--- src/hdl/gbfs_pkg.sv ---
// Shared types, codes and helpers of the grid breadth-first distance core.
package gbfs_pkg;

	localparam int CMD_W     = 2;
	localparam int COORD_W   = 6;
	localparam int DIST_W    = 12;
	localparam int CFG_W     = 7;
	localparam int CFG_IDX_W = 2;
	localparam int GRID_SZ_W = 9;

	localparam logic [CMD_W-1:0] CMD_WRITE = 2'd0;
	localparam logic [CMD_W-1:0] CMD_RUN   = 2'd1;
	localparam logic [CMD_W-1:0] CMD_QUERY = 2'd2;

	localparam logic [CFG_IDX_W-1:0] REG_GRID_ROWS = 2'd0;
	localparam logic [CFG_IDX_W-1:0] REG_GRID_COLS = 2'd1;

	localparam logic [CFG_W-1:0] GRID_SIZE_RESET = 7'd64;

	typedef struct packed {
		logic [CMD_W-1:0]   cmd;
		logic [COORD_W-1:0] row;
		logic [COORD_W-1:0] col;
		logic               wall;
	} in_item_t;

	typedef struct packed {
		logic [DIST_W-1:0] distance;
		logic              reachable;
	} out_item_t;

	typedef struct packed {
		logic              visited;
		logic [DIST_W-1:0] steps;
	} vd_entry_t;

	typedef enum logic [1:0] {
		DIR_UP,
		DIR_RIGHT,
		DIR_DOWN,
		DIR_LEFT
	} dir_t;

	typedef enum logic [3:0] {
		S_INIT,
		S_IDLE,
		S_CLEAR,
		S_START,
		S_POP,
		S_FETCH,
		S_NB,
		S_QWAIT,
		S_DONE
	} state_t;

	typedef struct packed {
		logic rd_en;
		logic pending;
		logic push;
	} nb_stat_t;

	function automatic logic [GRID_SZ_W-1:0] used_size(input logic [CFG_W-1:0] v,
		input logic [GRID_SZ_W-1:0] limit);
		logic [GRID_SZ_W-1:0] ext;
		ext = GRID_SZ_W'(v);
		if (ext == '0)
			return GRID_SZ_W'(1);
		if (ext > limit)
			return limit;
		return ext;
	endfunction

endpackage

--- src/hdl/gbfs_nbr.sv ---
// Neighbor address generator and visit check of the search engine.
module gbfs_nbr #(
	parameter int ROW_W = 6,
	parameter int COL_W = 6
) (
	input  logic                            clk,
	input  logic                            arst_n,
	input  logic                            issue,
	input  logic [ROW_W+COL_W-1:0]          cur_addr,
	input  gbfs_pkg::dir_t                  dir,
	input  logic [gbfs_pkg::GRID_SZ_W-1:0]  rows_used,
	input  logic [gbfs_pkg::GRID_SZ_W-1:0]  cols_used,
	input  logic                            wall_bit,
	input  logic                            visited_bit,
	output logic [ROW_W+COL_W-1:0]          rd_addr,
	output logic [ROW_W+COL_W-1:0]          push_addr,
	output gbfs_pkg::nb_stat_t              stat
);

	localparam int AW = ROW_W + COL_W;

	logic [ROW_W-1:0] cur_row;
	logic [COL_W-1:0] cur_col;
	logic [ROW_W-1:0] nb_row;
	logic [COL_W-1:0] nb_col;
	logic             in_bounds;
	logic             chk_v_q;
	logic [AW-1:0]    chk_addr_q;

	assign cur_row = cur_addr[AW-1:COL_W];
	assign cur_col = cur_addr[COL_W-1:0];

	always_comb begin
		nb_row    = cur_row;
		nb_col    = cur_col;
		in_bounds = 1'b0;
		unique case (dir)
			gbfs_pkg::DIR_UP: begin
				in_bounds = (cur_row != '0);
				nb_row    = cur_row - 1'b1;
			end
			gbfs_pkg::DIR_RIGHT: begin
				in_bounds = (gbfs_pkg::GRID_SZ_W'(cur_col) + gbfs_pkg::GRID_SZ_W'(1)) < cols_used;
				nb_col    = cur_col + 1'b1;
			end
			gbfs_pkg::DIR_DOWN: begin
				in_bounds = (gbfs_pkg::GRID_SZ_W'(cur_row) + gbfs_pkg::GRID_SZ_W'(1)) < rows_used;
				nb_row    = cur_row + 1'b1;
			end
			gbfs_pkg::DIR_LEFT: begin
				in_bounds = (cur_col != '0);
				nb_col    = cur_col - 1'b1;
			end
		endcase
	end

	assign rd_addr = {nb_row, nb_col};

	always_ff @(posedge clk or negedge arst_n) begin
		if (!arst_n) begin
			chk_v_q <= 1'b0;
		end else begin
			chk_v_q <= issue && in_bounds;
		end
	end

	always_ff @(posedge clk) begin
		if (issue && in_bounds)
			chk_addr_q <= rd_addr;
	end

	assign push_addr     = chk_addr_q;
	assign stat.rd_en    = issue && in_bounds;
	assign stat.pending  = chk_v_q;
	assign stat.push     = chk_v_q && !visited_bit && !wall_bit;

endmodule

--- config.mk ---
export PLATFORM = sky130hd
export DESIGN_NAME = gbfs_nbr
export DESIGN_NICKNAME = d
export VERILOG_FILES = /design/src/hdl/gbfs_pkg.sv /design/src/hdl/gbfs_nbr.sv
export SDC_FILE = /design/constraint.sdc
export NUM_CORES = 1
export LEC_CHECK = 0
export BUFFER_PORTS_ARGS = -buffer_cell sky130_fd_sc_hd__buf_2
export CAP_MARGIN = 20
export CORE_MARGIN = 5
export CORE_UTILIZATION = 44
export DETAILED_ROUTE_END_ITERATION = 8
export PLACE_DENSITY = 0.77
export SLEW_MARGIN = 20
export SYNTH_ARGS = -nofsm -noshare
export SYNTH_HDL_FRONTEND = slang
export SYNTH_SLANG_ARGS = --single-unit
--- constraint.sdc ---
create_clock -name clk -period 2.17 [get_ports clk]
set_input_delay 0.217 -clock clk [delete_from_list [all_inputs] [get_ports clk]]
set_output_delay 0.217 -clock clk [all_outputs]
set_load 0.01 [all_outputs]
After elaboration in Yosys (flattened, before gate mapping)
Index checks and enable logic that the tools add are counted.
{"block": "word_totals", "regBits": 13}
{"block": "classes", "addsub": 6, "magnitude_cmp": 2, "eq_ne": 3, "n_mux": 3, "n_reduce_logical": 8}
{"cell": "6-bit one-hot mux with 2 select lines", "count": 2}
{"cell": "7-bit by 9-bit less-than comparator with 1-bit output", "count": 2}
{"cell": "6-bit by 1-bit adder with 7-bit output (second input constant)", "count": 2}
{"cell": "6-bit by 1-bit adder with 6-bit output (second input constant)", "count": 2}
{"cell": "6-bit nonzero test", "count": 2}
{"cell": "6-bit by 1-bit subtractor with 6-bit output (second input constant)", "count": 2}
{"cell": "2-bit == test (second input constant)", "count": 2}
{"cell": "1-bit one-hot mux with 4 select lines", "count": 1}
{"cell": "1-bit logical AND", "count": 3}
{"cell": "2-bit by 1-bit == test with 1-bit output (second input constant)", "count": 1}
{"cell": "1-bit zero test", "count": 2}
{"cell": "2-bit zero test", "count": 1}

Longest topological paths before layout
{"block": "logic_depth", "word_depth": 4, "depth_mapped": 8, "depth_no_buf": 8}

Worst setup path before layout
No wires, ideal clock.
{"block": "synth_timing", "path_type": "in2reg", "from": "input cur_addr[6]", "to": "register chk_addr_q[0], in the netlist push_addr[0] (enable)", "arrival_time_ns": 2.245, "setup_slack_ns": -0.471, "path_stages": 6, "path_cell_list": "ha_1 > and3_1 > ha_1 > a2111oi_0 > a32oi_1 > o221ai_1"}
{"item": "start: declaration", "line": "gbfs_nbr.sv:9", "source": "input logic [ROW_W+COL_W-1:0] cur_addr,"}
{"item": "end signal: assignment", "line": "gbfs_nbr.sv:69", "source": "chk_addr_q <= rd_addr;"}
{"item": "end: declaration", "line": "gbfs_nbr.sv:28", "source": "logic [AW-1:0] chk_addr_q;"}

==> metrics.txt <==
DIE AREA 4840 um^2; CTS tree built; final std cells w/o fill 302; CTS clk-pin slew, worst paths 0.07 ns; Final Hold Vio Count 0; standard-cell row count 21; CTS Root Cell clkbuf_4; Tightest Pin Transition 0.501 ns; total routed wirelength 4180 um; CTS H-tree lvls 1; post-synthesis compound-gate area fraction 0.192; initial antenna violation count 0; Seq/Total Area, Yosys 0.247; Num Clock Sinks 13; CTS Buffer Depth 2; Hold WS 0.258 ns; DP HPWL 3360 um; layout cell share with drive strength beyond 1 0.473; Hold WC Path Type input port to async pin; Vias 1515; TritonCTS buffer count 3; I/O pin cnt 64; area share of fa/ha/maj cells after synthesis 0.218; syn_nets 228; synth-to-layout area growth 48.7%; post-synthesis mux area share 0.0280; Main synth FF type edfxtp_1; Setup TNS 0 ns; Mean Syn Cell Area 9.46 um^2; Synth Cell Area 1560 um^2; RSZ-0062 raised after global routing true; total gr overflow 0; Leakage 1.14 nW; startpoint types input port; final setup fails 0; number of max-cap violations 0; DR WL/cell 13.8 um; vias in the first global route 1535; Setup CP Type input port to output port; power density over the cells 430 nW/um^2; Post-synth EDFFs 12; Post-Syn Instances 165; maximum vdd drop 0.000219 V; WP data required 1.95 ns; largest net degree at the start of global routing 19; Crit Path Max Fanout 3; most frequent cells in the layout buf_2, buf_4, inv_1; total core area 3390 um^2; max-slew violations 0; GRT Total Usage 0.162; FF+latch count, synth 13; Synth Area in XOR/XNOR 0.0841; Starting Density 0.461; drt pass-1 iters 4; Die W 69.6 um; crit end category output port; number of port buffers 63; RePlAce Congestion 0.832; Unique masters post-synth 46; Die H 69.6 um; Nets 320; synthesis warning total 0; most common cell after layout, fill and taps aside buf_2; vias per cell 5.02; Post-Synth Simple-Gate Area 0.146; crit path from cur_addr[8]; asr flop ratio synth 0.0769; largest family of logic cells by synthesized area adder cells; antenna viol nets, final 0; diodes inserted 0; post-layout min period 2.11 ns; first-pass GRT wire length 6730 um; Cells after DPL 294; post-route design area 2320 um^2; CP arrival 1.90 ns; Rel. slew slack 0.662; crit share post-route 0.974; area post-placement 2120 um^2; status complete, no violations; Max Fclk 473 MHz; drt drc 0; DR iter-0 viols 75; Util after Layout 0.685
-- cells in the mapped netlist (3+ instances only) --
cell	n	share of area
a211o_1	3	0.017
a21o_1	4	0.019
a21oi_1	6	0.019
and3_1	4	0.016
edfxtp_1	12	0.23
ha_1	24	0.19
inv_1	23	0.055
mux2_2	3	0.022
nand2_1	8	0.019
nand3_1	9	0.029
nor2_1	4	0.0096
o21a_1	3	0.014
o21ai_0	4	0.013
xnor2_1	11	0.062
xor2_1	4	0.022
-- metrics by stage --
| step | setup WS, ns | total power, mW |
|---|---|---|
| 2_1_floorplan | 0.0229 | 0.616 |
| 3_3_place_gp | -0.113 | 0.813 |
| 3_5_place_dp | -0.169 | 0.821 |
| 4_1_cts | -0.0340 | 0.979 |
| 5_1_grt | -0.0597 | 1.07 |
| 6_report | 0.0558 | 0.998 |
-- registers in the layout (all words and copies together) (netlist names) --
| name | count |
|---|---|
| push_addr | 12 |
| chk_v_q | 1 |
-- logic make-up after synthesis --
family	Yosys count
adder cells (fa/ha/maj)	26
buffers and inverters	29
AND/OR/NAND/NOR	40
flip-flops	13
multiplexers	4
AO/OA/AOI/OAI	38
XOR/XNOR	15
-- report_power, final --
group	switching (mW)	internal, mW
combinational	0.264	0.256
sequential	0.00858	0.331
clock	0.0671	0.0710
total	0.340	0.658
-- worst max-delay path: stages --
cell and delay (ns):
buf_2 0.11, and3_1 0.18, nand3_1 0.09, xnor2_1 0.15, ha_2 0.29, o21a_1 0.19
o21ai_2 0.15, a32oi_2 0.10, o221ai_4 0.27, buf_6 0.14
-- worst paths after layout --
check,end,slack [ns],depth (start not counted)
max,stat[2],0.06,10
min,chk_v_q,0.26,2
max in group asynchronous,chk_v_q,1.83,2
min in group clk,push_addr[4],0.42,4
-- metal layers --
| metal | share of wire | GRT usage | wire [um] |
|---|---|---|---|
| met5 | 0 | 0 | 0 |
| met4 | 0.0014 | 0.0130 | 6 |
| met3 | 0.046 | 0.0319 | 192 |
| met2 | 0.52 | 0.294 | 2190 |
| met1 | 0.43 | 0.204 | 1790 |
-- layout make-up --
cell class	count	area, um^2
Tap cell	46	57.6
Inverter	23	88.8
Fill cell	281	1070
Multi-Input combinational cell	123	1200
Sequential cell	13	385
Clock buffer	4	26.3
Timing Repair Buffer	93	562
-- repair_timing --
action	CTS	global route
setup endpoints to repair	4	15
buffers inserted	2	3
pin swaps	6	8
gates resized for setup	11	18
endpoints found under the hold margin	1	0
hold buffers	1	0
Power figures use the tool's default switching activity.
